### src/rtl/core/lcs_pkg.sv
// shared types and constants for the lcg cycle length search
package lcs_pkg;

  localparam int WordBitsDefault = 12;

  // configuration register indexes
  localparam int CfgIdxBits = 1;
  localparam logic [CfgIdxBits-1:0] RegSeedFirst = 1'b0;
  localparam logic [CfgIdxBits-1:0] RegSeedEnd   = 1'b1;

  // reset value of the seed_end register
  localparam int SeedEndReset = 1;

  // running best control from the sequencer
  typedef struct packed {
    logic clear;
    logic commit;
  } best_ctl_t;

endpackage

### src/rtl/core/lcs_mulmod.sv
// shared step unit: (m * n + c) mod p, one remainder bit per cycle
module lcs_mulmod #(
  parameter int WordBits = lcs_pkg::WordBitsDefault
) (
  input  logic                clk_i,
  input  logic                rst_ni,
  input  logic                start_i,
  input  logic [WordBits-1:0] mult_i,
  input  logic [WordBits-1:0] val_i,
  input  logic [WordBits-1:0] inc_i,
  input  logic [WordBits-1:0] mod_i,
  output logic                busy_o,
  output logic                done_o,
  output logic [WordBits-1:0] rem_o
);

  localparam int ProdBits = 2 * WordBits;
  localparam int CntBits  = $clog2(ProdBits);

  logic                busy_q, busy_d;
  logic                done_q, done_d;
  logic [CntBits-1:0]  cnt_q, cnt_d;
  logic [ProdBits-1:0] prod_q, prod_d;
  logic [WordBits-1:0] rem_q, rem_d;
  logic [WordBits-1:0] mod_q, mod_d;
  logic [WordBits:0]   trial;
  logic [WordBits:0]   diff;

  assign trial = {rem_q, prod_q[ProdBits-1]};
  assign diff  = trial - {1'b0, mod_q};

  always_comb begin
    busy_d = busy_q;
    done_d = 1'b0;
    cnt_d  = cnt_q;
    prod_d = prod_q;
    rem_d  = rem_q;
    mod_d  = mod_q;
    if (start_i) begin
      prod_d = ProdBits'(mult_i) * ProdBits'(val_i) + ProdBits'(inc_i);
      rem_d  = '0;
      mod_d  = mod_i;
      cnt_d  = CntBits'(ProdBits - 1);
      busy_d = 1'b1;
    end else if (busy_q) begin
      // restoring remainder step
      if (trial >= {1'b0, mod_q}) begin
        rem_d = diff[WordBits-1:0];
      end else begin
        rem_d = trial[WordBits-1:0];
      end
      prod_d = {prod_q[ProdBits-2:0], 1'b0};
      cnt_d  = cnt_q - 1'b1;
      if (cnt_q == '0) begin
        busy_d = 1'b0;
        done_d = 1'b1;
      end
    end
  end

  always_ff @(posedge clk_i or negedge rst_ni) begin
    if (!rst_ni) begin
      busy_q <= 1'b0;
      done_q <= 1'b0;
    end else begin
      busy_q <= busy_d;
      done_q <= done_d;
    end
  end

  always_ff @(posedge clk_i) begin
    cnt_q  <= cnt_d;
    prod_q <= prod_d;
    rem_q  <= rem_d;
    mod_q  <= mod_d;
  end

  assign busy_o = busy_q;
  assign done_o = done_q;
  assign rem_o  = rem_q;

endmodule

### src/rtl/core/lcs_best.sv
// running best generator over all items since the last clear
module lcs_best #(
  parameter int WordBits = lcs_pkg::WordBitsDefault
) (
  input  logic                clk_i,
  input  logic                rst_ni,
  input  lcs_pkg::best_ctl_t  ctl_i,
  input  logic                found_i,
  input  logic [WordBits-1:0] mult_i,
  input  logic [WordBits-1:0] inc_i,
  input  logic [WordBits-1:0] mod_i,
  input  logic [WordBits-1:0] seed_i,
  input  logic [WordBits-1:0] len_i,
  output logic                valid_o,
  output logic [WordBits-1:0] mult_o,
  output logic [WordBits-1:0] inc_o,
  output logic [WordBits-1:0] mod_o,
  output logic [WordBits-1:0] seed_o,
  output logic [WordBits-1:0] len_o
);

  logic                valid_q, valid_d;
  logic [WordBits-1:0] mult_q, mult_d;
  logic [WordBits-1:0] inc_q, inc_d;
  logic [WordBits-1:0] mod_q, mod_d;
  logic [WordBits-1:0] seed_q, seed_d;
  logic [WordBits-1:0] len_q, len_d;

  always_comb begin
    valid_d = valid_q;
    mult_d  = mult_q;
    inc_d   = inc_q;
    mod_d   = mod_q;
    seed_d  = seed_q;
    len_d   = len_q;
    if (ctl_i.clear) begin
      valid_d = 1'b0;
      mult_d  = '0;
      inc_d   = '0;
      mod_d   = '0;
      seed_d  = '0;
      len_d   = '0;
    end else if (ctl_i.commit && found_i && (!valid_q || len_i > len_q)) begin
      valid_d = 1'b1;
      mult_d  = mult_i;
      inc_d   = inc_i;
      mod_d   = mod_i;
      seed_d  = seed_i;
      len_d   = len_i;
    end
  end

  always_ff @(posedge clk_i or negedge rst_ni) begin
    if (!rst_ni) begin
      valid_q <= 1'b0;
      mult_q  <= '0;
      inc_q   <= '0;
      mod_q   <= '0;
      seed_q  <= '0;
      len_q   <= '0;
    end else begin
      valid_q <= valid_d;
      mult_q  <= mult_d;
      inc_q   <= inc_d;
      mod_q   <= mod_d;
      seed_q  <= seed_d;
      len_q   <= len_d;
    end
  end

  assign valid_o = valid_q;
  assign mult_o  = mult_q;
  assign inc_o   = inc_q;
  assign mod_o   = mod_q;
  assign seed_o  = seed_q;
  assign len_o   = len_q;

endmodule

### src/rtl/core/lcg_cycle_length_search.sv
// top level: lcg cycle length search over a configured seed range
//
// channel   direction  words
// s_axis    in         one generator: multiplier, increment, modulus; restart in tuser
// m_axis    out        one result per generator: this item's best and the running best
// cfg       in         register index and data, taken at any time, used while idle
//
// every generator step runs through one shared multiply and bit-serial remainder unit,
// up to p steps per seed, one seed after another
// s_axis_tready_o is low from acceptance until the result is loaded into the output register
// a result waiting on m_axis does not block the next word; a second result waits for it
// reset clears the running best and sets seed_first to 0 and seed_end to 1
module lcg_cycle_length_search #(
  parameter int WordBits = lcs_pkg::WordBitsDefault
) (
  input  logic                             clk_i,
  input  logic                             rst_ni,
  input  logic                             s_axis_tvalid_i,
  output logic                             s_axis_tready_o,
  // multiplier, increment, modulus
  input  logic [((3*WordBits+7)/8)*8-1:0]  s_axis_tdata_i,
  // restart
  input  logic [0:0]                       s_axis_tuser_i,
  output logic                             m_axis_tvalid_o,
  input  logic                             m_axis_tready_i,
  // cycle_found, cycle_seed, cycle_length, best_found, best_multiplier,
  // best_increment, best_modulus, best_seed, best_length
  output logic [((7*WordBits+9)/8)*8-1:0]  m_axis_tdata_o,
  input  logic                             cfg_valid_i,
  output logic                             cfg_ready_o,
  input  logic [lcs_pkg::CfgIdxBits-1:0]   cfg_index_i,
  input  logic [WordBits:0]                cfg_data_i
);

  localparam int W       = WordBits;
  localparam int OutBits = ((7*WordBits+9)/8)*8;

  localparam logic [2:0] StIdle = 3'd0;
  localparam logic [2:0] StSeed = 3'd1;
  localparam logic [2:0] StStep = 3'd2;
  localparam logic [2:0] StWait = 3'd3;
  localparam logic [2:0] StFin  = 3'd4;
  localparam logic [2:0] StPush = 3'd5;

  logic [2:0]   state_q, state_d;
  logic [W-1:0] seed_first_q, seed_first_d;
  logic [W:0]   seed_end_q, seed_end_d;

  logic [W-1:0] m_q, m_d, c_q, c_d, p_q, p_d, stop_q, stop_d;
  logic [W-1:0] s_q, s_d, n_q, n_d, len_q, len_d;
  logic         found_q, found_d;
  logic [W-1:0] fseed_q, fseed_d, flen_q, flen_d;

  logic         out_valid_q, out_valid_d;
  logic [OutBits-1:0] out_data_q, out_data_d;

  logic         in_fire;
  logic         mm_start, mm_busy, mm_done;
  logic [W-1:0] mm_rem;
  logic [W-1:0] len_next;
  logic [W-1:0] in_m, in_c, in_p;

  lcs_pkg::best_ctl_t best_ctl;
  logic         best_valid;
  logic [W-1:0] best_mult, best_inc, best_mod, best_seed, best_len;

  assign in_fire         = s_axis_tvalid_i && s_axis_tready_o;
  assign s_axis_tready_o = (state_q == StIdle);
  assign cfg_ready_o     = 1'b1;

  assign in_m     = s_axis_tdata_i[W-1:0];
  assign in_c     = s_axis_tdata_i[2*W-1:W];
  assign in_p     = s_axis_tdata_i[3*W-1:2*W];
  assign len_next = len_q + 1'b1;

  always_comb begin
    seed_first_d = seed_first_q;
    seed_end_d   = seed_end_q;
    if (cfg_valid_i && cfg_ready_o) begin
      case (cfg_index_i)
        lcs_pkg::RegSeedFirst: seed_first_d = cfg_data_i[W-1:0];
        lcs_pkg::RegSeedEnd:   seed_end_d   = cfg_data_i;
        default:               seed_end_d   = seed_end_q;
      endcase
    end
  end

  always_comb begin
    state_d         = state_q;
    m_d             = m_q;
    c_d             = c_q;
    p_d             = p_q;
    stop_d          = stop_q;
    s_d             = s_q;
    n_d             = n_q;
    len_d           = len_q;
    found_d         = found_q;
    fseed_d         = fseed_q;
    flen_d          = flen_q;
    mm_start        = 1'b0;
    best_ctl.clear  = 1'b0;
    best_ctl.commit = 1'b0;
    out_valid_d     = out_valid_q && !m_axis_tready_i;
    out_data_d      = out_data_q;

    case (state_q)
      StIdle: begin
        if (in_fire) begin
          m_d            = in_m;
          c_d            = in_c;
          p_d            = in_p;
          // seeds at or above the modulus never come back
          stop_d         = ({1'b0, in_p} < seed_end_q) ? in_p : seed_end_q[W-1:0];
          s_d            = seed_first_q;
          found_d        = 1'b0;
          fseed_d        = '0;
          flen_d         = '0;
          best_ctl.clear = s_axis_tuser_i[0];
          state_d        = StSeed;
        end
      end
      StSeed: begin
        if (s_q < stop_q) begin
          n_d     = s_q;
          len_d   = '0;
          state_d = StStep;
        end else begin
          state_d = StFin;
        end
      end
      StStep: begin
        mm_start = 1'b1;
        state_d  = StWait;
      end
      StWait: begin
        if (mm_done) begin
          if (mm_rem == s_q) begin
            if (len_next != p_q && (!found_q || len_next >= flen_q)) begin
              found_d = 1'b1;
              fseed_d = s_q;
              flen_d  = len_next;
            end
            s_d     = s_q + 1'b1;
            state_d = StSeed;
          end else if (len_next == p_q) begin
            s_d     = s_q + 1'b1;
            state_d = StSeed;
          end else begin
            n_d     = mm_rem;
            len_d   = len_next;
            state_d = StStep;
          end
        end
      end
      StFin: begin
        best_ctl.commit = 1'b1;
        state_d         = StPush;
      end
      StPush: begin
        if (!out_valid_q || m_axis_tready_i) begin
          out_valid_d = 1'b1;
          out_data_d  = OutBits'({best_len, best_seed, best_mod, best_inc, best_mult,
                                  best_valid, flen_q, fseed_q, found_q});
          state_d     = StIdle;
        end
      end
      default: state_d = StIdle;
    endcase
  end

  always_ff @(posedge clk_i or negedge rst_ni) begin
    if (!rst_ni) begin
      state_q      <= StIdle;
      seed_first_q <= '0;
      seed_end_q   <= (W+1)'(lcs_pkg::SeedEndReset);
      out_valid_q  <= 1'b0;
    end else begin
      state_q      <= state_d;
      seed_first_q <= seed_first_d;
      seed_end_q   <= seed_end_d;
      out_valid_q  <= out_valid_d;
    end
  end

  always_ff @(posedge clk_i) begin
    m_q        <= m_d;
    c_q        <= c_d;
    p_q        <= p_d;
    stop_q     <= stop_d;
    s_q        <= s_d;
    n_q        <= n_d;
    len_q      <= len_d;
    found_q    <= found_d;
    fseed_q    <= fseed_d;
    flen_q     <= flen_d;
    out_data_q <= out_data_d;
  end

  lcs_mulmod #(
    .WordBits(W)
  ) u_mulmod (
    .clk_i   (clk_i),
    .rst_ni  (rst_ni),
    .start_i (mm_start),
    .mult_i  (m_q),
    .val_i   (n_q),
    .inc_i   (c_q),
    .mod_i   (p_q),
    .busy_o  (mm_busy),
    .done_o  (mm_done),
    .rem_o   (mm_rem)
  );

  lcs_best #(
    .WordBits(W)
  ) u_best (
    .clk_i   (clk_i),
    .rst_ni  (rst_ni),
    .ctl_i   (best_ctl),
    .found_i (found_q),
    .mult_i  (m_q),
    .inc_i   (c_q),
    .mod_i   (p_q),
    .seed_i  (fseed_q),
    .len_i   (flen_q),
    .valid_o (best_valid),
    .mult_o  (best_mult),
    .inc_o   (best_inc),
    .mod_o   (best_mod),
    .seed_o  (best_seed),
    .len_o   (best_len)
  );

  assign m_axis_tvalid_o = out_valid_q;
  assign m_axis_tdata_o  = out_data_q;

  a_unit_idle_when_idle: assert property (@(posedge clk_i) disable iff (!rst_ni)
    (state_q == StIdle) |-> (!mm_busy && !mm_done))
    else $error("step unit active while sequencer idle");

  a_start_only_when_free: assert property (@(posedge clk_i) disable iff (!rst_ni)
    mm_start |-> !mm_busy)
    else $error("step started while unit busy");

  a_found_len_valid: assert property (@(posedge clk_i) disable iff (!rst_ni)
    (found_q && state_q != StIdle) |-> (flen_q != '0 && flen_q < p_q))
    else $error("qualifying length out of range");

  a_best_len_nonzero: assert property (@(posedge clk_i) disable iff (!rst_ni)
    best_valid |-> (best_len != '0))
    else $error("running best holds zero length");

endmodule
### config.mk
export PLATFORM = sky130hd
export DESIGN_NAME = lcg_cycle_length_search
export DESIGN_NICKNAME = d
export VERILOG_FILES = /design/src/rtl/core/lcs_pkg.sv /design/src/rtl/core/lcs_mulmod.sv /design/src/rtl/core/lcs_best.sv /design/src/rtl/core/lcg_cycle_length_search.sv
export SDC_FILE = /design/constraint.sdc
export NUM_CORES = 1
export LEC_CHECK = 0
export BUFFER_PORTS_ARGS = -buffer_cell sky130_fd_sc_hd__buf_2
export CORE_UTILIZATION = 55
export CTS_CLUSTER_DIAMETER = 80
export DETAILED_ROUTE_END_ITERATION = 6
export GPL_ROUTABILITY_DRIVEN = 0
export PLACE_DENSITY = 0.77
export SYNTH_ARGS = -nofsm -noshare
export SYNTH_HDL_FRONTEND = slang
export SYNTH_SLANG_ARGS = --single-unit
### constraint.sdc
create_clock -name clk_i -period 5.45 [get_ports clk_i]
set_input_delay 1.09 -clock clk_i [delete_from_list [all_inputs] [get_ports clk_i]]
set_output_delay 1.09 -clock clk_i [all_outputs]
set_load 0.05 [all_outputs]
Yosys cells after proc, flatten, opt, wreduce, memory -nomap -nowiden:

Cells that the tools add are included.
W data, S select, Z words.

* $add $sub $neg: 5
* $mul: 1
* order comparisons: 5
* equal/unequal tests: 17
* multiplexer cells: 64
* bitwise operators: 1
* reductions and logical operators: 26

Operators by type and width (count)
* $mux W12: 31
* $pmux W12 S2: 5
* $mux W24: 2
* $add A12 B1 Y12 const B: 2
* $add A24 B12 Y24: 1
* $eq A12 B12 Y1: 2
* $mul A12 B12 Y24: 1
* $mux W1: 18
* $pmux W3 S6: 1
* $ge A13 B12 Y1: 1
* $lt A12 B13 Y1: 1
* $ge A12 B12 Y1: 1
* $gt A12 B12 Y1: 1
* $lt A12 B12 Y1: 1
* $mux W3: 4
* $ne A12 B12 Y1: 1
* $ne A2 B2 Y1 const B: 6
* $sub A12 B12 Y12: 1
* $reduce_and A5 Y1: 2
* $reduce_and A2 Y1: 4
* $reduce_bool A2 Y1: 4
* $eq A3 B2 Y1 const B: 2
* $eq A3 B3 Y1 const B: 2
* $logic_and A1 B1 Y1: 5
* other kinds (13): 20

* register bits after elaboration: 340
* input port bits: 60
* output and inout port bits: 91
* logic and storage cells: 146

Depth between registers and ports, before layout:

* depth in word-level cells: 8
* depth in mapped cells: 21

Hierarchy:

A second synthesis with hierarchy kept.

* cell total of the unflattened synthesis: 1765
* area, all modules: 20478.4 um^2

By module, submodules not included
* lcg_cycle_length_search: instances 1, cells each 693, area each 9679.3 um^2
* lcs_mulmod: instances 1, cells each 888, area each 8212.9 um^2
* lcs_best: instances 1, cells each 184, area each 2586.2 um^2

Worst setup path before layout:

Ideal clock, no wire load.

* path kind: reg-to-reg
* start: register n_q[10]
* end: register u_mulmod.prod_q[22], data pin
* library setup time: 169 ps
* arrival time: 5099 ps
* path slack: 182 ps
* cell stages (with the launch flop): 21
* clock period less this slack: 5268 ps
* cells stage by stage: edfxtp_1 -> clkbuf_1 -> and2_1 -> fa_1 -> inv_1 -> fa_1 -> fa_1 -> inv_1 -> fa_1 -> inv_1 -> fa_1 -> inv_1 -> ha_1 -> clkbuf_1 -> a21o_1 -> a21oi_1 -> nor2b_1 -> o41ai_1 -> nor2_1 -> o31a_1 -> o31ai_1

* longest elaborated chain between the ends: 3

Ends and longest elaborated chain
* start: declaration: line lcg_cycle_length_search.sv:50 `logic [W-1:0] s_q, s_d, n_q, n_d, len_q, len_d;`
* start signal: assignment: line lcg_cycle_length_search.sv:191 `n_q <= n_d;`
* $mul A12 B12 Y24: line lcs_mulmod.sv:40 `prod_d = ProdBits'(mult_i) * ProdBits'(val_i) + ProdBits'(inc_i);`
* $add A24 B12 Y24: line lcs_mulmod.sv:40
* $mux W24: line lcs_mulmod.sv:39 `if (start_i) begin`
* via u_mulmod.prod_d[22]: line lcs_mulmod.sv:23 `logic [ProdBits-1:0] prod_q, prod_d;`
* end signal: assignment: line lcs_mulmod.sv:73 `prod_q <= prod_d;`
* end: declaration: line lcs_mulmod.sv:23

The timed path passes the listed nets, and every way through them passes these cells.
A chain may end at the register's enable or synchronous reset.

Worst setup path after layout:

* start: register n_q[0]
* end: register u_mulmod.prod_q[22], data pin

The elaborated chain is that of the path after synthesis.

==> run_results.csv <==
group,metric,value,unit
layout,largest_register_ffs,86,
clock_tree,clockBufferDepth,3,
setup_path,rr_endpoint,"u_mulmod.prod_q[22]",
setup_path,path_max_fanout,5,
synthesis,synth_ff_type,"edfxtp_1",
power,swShare,0.328,
route,totalWireLength,47.1,mm
route,routedWlPerCell,18.5,um
setup_path,r2r_slack,0.13,ns
placement,placed_cells,2451,
clock_tree,numCtsBuffers,39,
die,die-width,193,um
die,initial_core_util,0.561,
sta,hold_viol,0,
global_route,grt_pass1_vias,14263,
clock_tree,cts_sinks,340,
clock_tree,htree_num_levels,2,
run,drv_cap,0,
sta,max_freq,188,MHz
power,leakagePower,0.0105,uW
layout,multi_input_area,9510,sq um
placement,port_buffers,143,
sta,tightestPinTransition,1.31,ns
synthesis,synth-edff-count,231,
global_route,met3_usage,0.0478,
global_route,grt_first_pass_wirelength,74.1,mm
setup_path,critPathLaunchType,"register",
die,rows,69,
route,ant_nets,0,
synthesis,postSynthCellCount,1841,
route,drc_errors,34,
sta,rsz0062_at_grt,"yes",
power,clkPwrFrac,0.281,
sta,hold_slack,0.432,ns
synthesis,synthesis.area,20000,sq um
power,p_per_area,421,nW/um^2
die,io_pins,151,
synthesis,synth_cell_types,71,
layout,stdcell_count,2544,
setup_path,worstReg2RegStart,"n_q[0]",
sta,worst_slack,0.130,ns
power,p_total,9930,uW
min_path,hold_end,"m_axis_tdata_o[60]",
setup_path,crit_chain,"buf_6 > and2_4 > fa_1 > inv_1 > fa_1 > inv_1 > fa_1 > fa_1 > inv_2 > fa_1 > inv_2 > ha_4 > buf_6 > buf_6 > a21o_1 > a21oi_2 > nor2_1 > nor2_1 > buf_4 > a211oi_4 > o31a_1 > o31ai_1",
clock_tree,clk_pin_slew_worst_paths,0.06,ns
route,drtIter0Drc,964,
min_path,hold_path_class,"register to register",
setup_path,slowest_stage,"fa_1",
min_path,hold_depth,0,
setup_path,worstPathRequired,5.82,ns
setup_path,path_delay_family,"adder cells",
global_route,grt.met2_usage,0.420,
setup_path,path_class,"register to register",
setup_path,path_buf_inv,8,
global_route,antenna_found_initial,0,
setup_path,crit_arrival,5.69,ns
power,internal_power,6670,uW
clock_tree,cts_tree,"yes",
route,avgViaCountPerCell,5.56,
sta,slew_headroom,0.126,
run_status,status,"finished, violations left",
clock_tree,clkLatencyLatePin,0.56,ns
synthesis,ys_seq_area_frac,0.479,
sta,report.final.slew_viol_count,0,
sta,post-route-period-util,0.976,
sta,min_period,5.32,ns
global_route,busiest_layer,"met2",
power,switching_power,3260,uW
layout,regArea,9580,sq um
synthesis,ys_warn_count,0,
global_route,track_usage,0.260,
synthesis,syn_avg_cell_area,10.9,sq um
sta,finalSetupViolations,0,
layout,nets,2355,
synthesis,yosys.area.top_type,"edfxtp_1",
setup_path,cp_common_cell,"fa_1",
route,vias,14136,
layout,final_common_cell,"nand2_1",
layout,layout-drive-gt1-share,0.207,
sta,fin_setup_tns,0,ns
layout,antenna_cells,0,
synthesis,ys_seq_elements,340,
setup_path,worstSetupEndpointType,"register",
clock_tree,clk_root_buffer_cell,"clkbuf_16",
layout,final_cell_mix,"nand2_1 (316), inv_1 (242), edfxtp_1 (231), buf_2 (142), ha_1 (121)",
die,core,35700,sq um
synthesis,synth.area.top_cells,"edfxtp_1 (35%), dfrtp_1 (11%), fa_1 (11%)",
die,dieArea,37100,sq um
synthesis,ys_async_sr_fraction,0.271,
global_route,grt_max_degree,93,
min_path,hp-start,"u_best.mod_o[10]",
die,die_y,193,um
route,firstDrtPassIters,7,
placement,pre_cts_slack,-0.245,ns
power,pwr-share-seq,0.372,
placement,dpl.hpwl,34.1,mm
setup_path,max_stage_delay,0.58,ns
global_route,grtUsageMet1,0.351,
global_route,overflow,0,
power,ir_drop,0.270,mV
power,pwr-share-comb,0.347,
run_status,violations,"DRC",
setup_path,r2r_cells,22,
layout,n_fill_cell,2492,
sta,skew,0.0224,ns
layout,syn_to_final_growth,18.0,%
synthesis,synth.top_cell.area_share,0.347,
[worst register-to-register path, stage by stage, from the launching register on]
cell and delay, ns:
edfxtp_1 0.52, buf_6 0.18, and2_4 0.13, fa_1 0.50, inv_1 0.05, fa_1 0.48
inv_1 0.05, fa_1 0.46, fa_1 0.58, inv_2 0.05, fa_1 0.50, inv_2 0.05
ha_4 0.17, buf_6 0.11, buf_6 0.10, a21o_1 0.18, a21oi_2 0.12, nor2_1 0.05
nor2_1 0.11, buf_4 0.16, a211oi_4 0.07, o31a_1 0.29, o31ai_1 0.24
[cell type report]
cell class | instances | share of cell area
Inverter | 256 | 0.0407
Multi-Input combinational cell | 1169 | 0.403
Timing Repair Buffer | 247 | 0.0670
Clock inverter | 21 | 0.0127
Sequential cell | 340 | 0.406
Clock buffer | 50 | 0.0457
Tap cell | 461 | 0.0245
[worst max path at each step]
stage,from,endpoint,slack (ns),cells past startpoint
floorplan,n_q[10],u_mulmod.prod_q[22],0.18,20
global placement,n_q[2],u_mulmod.prod_q[23],-0.20,18
detailed placement,n_q[2],u_mulmod.prod_q[23],-0.25,18
CTS,n_q[1],u_mulmod.prod_q[22],0.007,22
global route,m_q[8],u_mulmod.prod_q[18],-0.07,20
finish,n_q[0],u_mulmod.prod_q[22],0.13,22
[synthesized netlist by cell type (3+ instances only)]
master / instances
a211oi_1: 7
a21o_1: 15
a21oi_1: 46
a31oi_1: 5
and2_1: 92
and3_1: 10
and4_1: 3
buf_1: 6
buf_2: 3
buf_4: 4
clkbuf_1: 64
dfrtp_1: 91
dfxtp_1: 17
edfxtp_1: 231
fa_1: 112
ha_1: 130
inv_1: 256
mux2_2: 37
mux2i_1: 14
nand2_1: 318
nand2b_1: 5
nand3_1: 19
nand3b_1: 3
nand4_1: 16
nor2_1: 52
nor2b_1: 12
nor3_1: 22
nor3b_1: 3
nor4_1: 4
o2111a_1: 3
o211ai_1: 3
o21a_1: 7
o21ai_0: 115
o311ai_0: 3
o31ai_1: 5
or3b_2: 3
xnor2_1: 38
xor2_1: 23
[stage by stage]
stage,area [sq um],utilization
2_1_floorplan,20000,-
3_3_place_gp,21700,0.608
3_5_place_dp,21700,0.608
4_1_cts,23200,0.650
5_1_grt,23600,0.661
6_report,23600,0.661
[per-layer routing]
layer,vias up,routed length [um]
met3,105,3470
met2,527,22500
met4,0,1580
met5,-,0
li1,6555,-
met1,6949,19600
[power by group through the flow]
stage | clock network, uW | logic [uW] | registers (uW)
floorplan | 0 | 2150 | 3590
global placement | 0 | 2830 | 3700
detailed placement | 0 | 2960 | 3730
CTS | 2830 | 3060 | 3680
global route | 2930 | 3830 | 3740
finish | 2790 | 3450 | 3690
[timing repair]
| item | 4_1_cts | 5_1_grt |
|---|---|---|
| endpoints found under the setup margin | 8 | 12 |
| hold buffers | 0 | 0 |
| gates cloned | 0 | 0 |
| buffers inserted | 9 | 13 |
| pin swaps | 2 | 64 |
| resized for setup | 10 | 84 |
[logic make-up after synthesis]
kind of cell / after synthesis / share of synthesized area
buf+inv: 333 / 0.0635
other cells: 2 / 0.000376
compound gates: 235 / 0.0707
xor+xnor: 64 / 0.0302
mux: 51 / 0.0279
flops: 340 / 0.479
simple gates: 574 / 0.134
fa+ha+maj: 242 / 0.194
No activity file was read; power rests on OpenSTA's default activity.
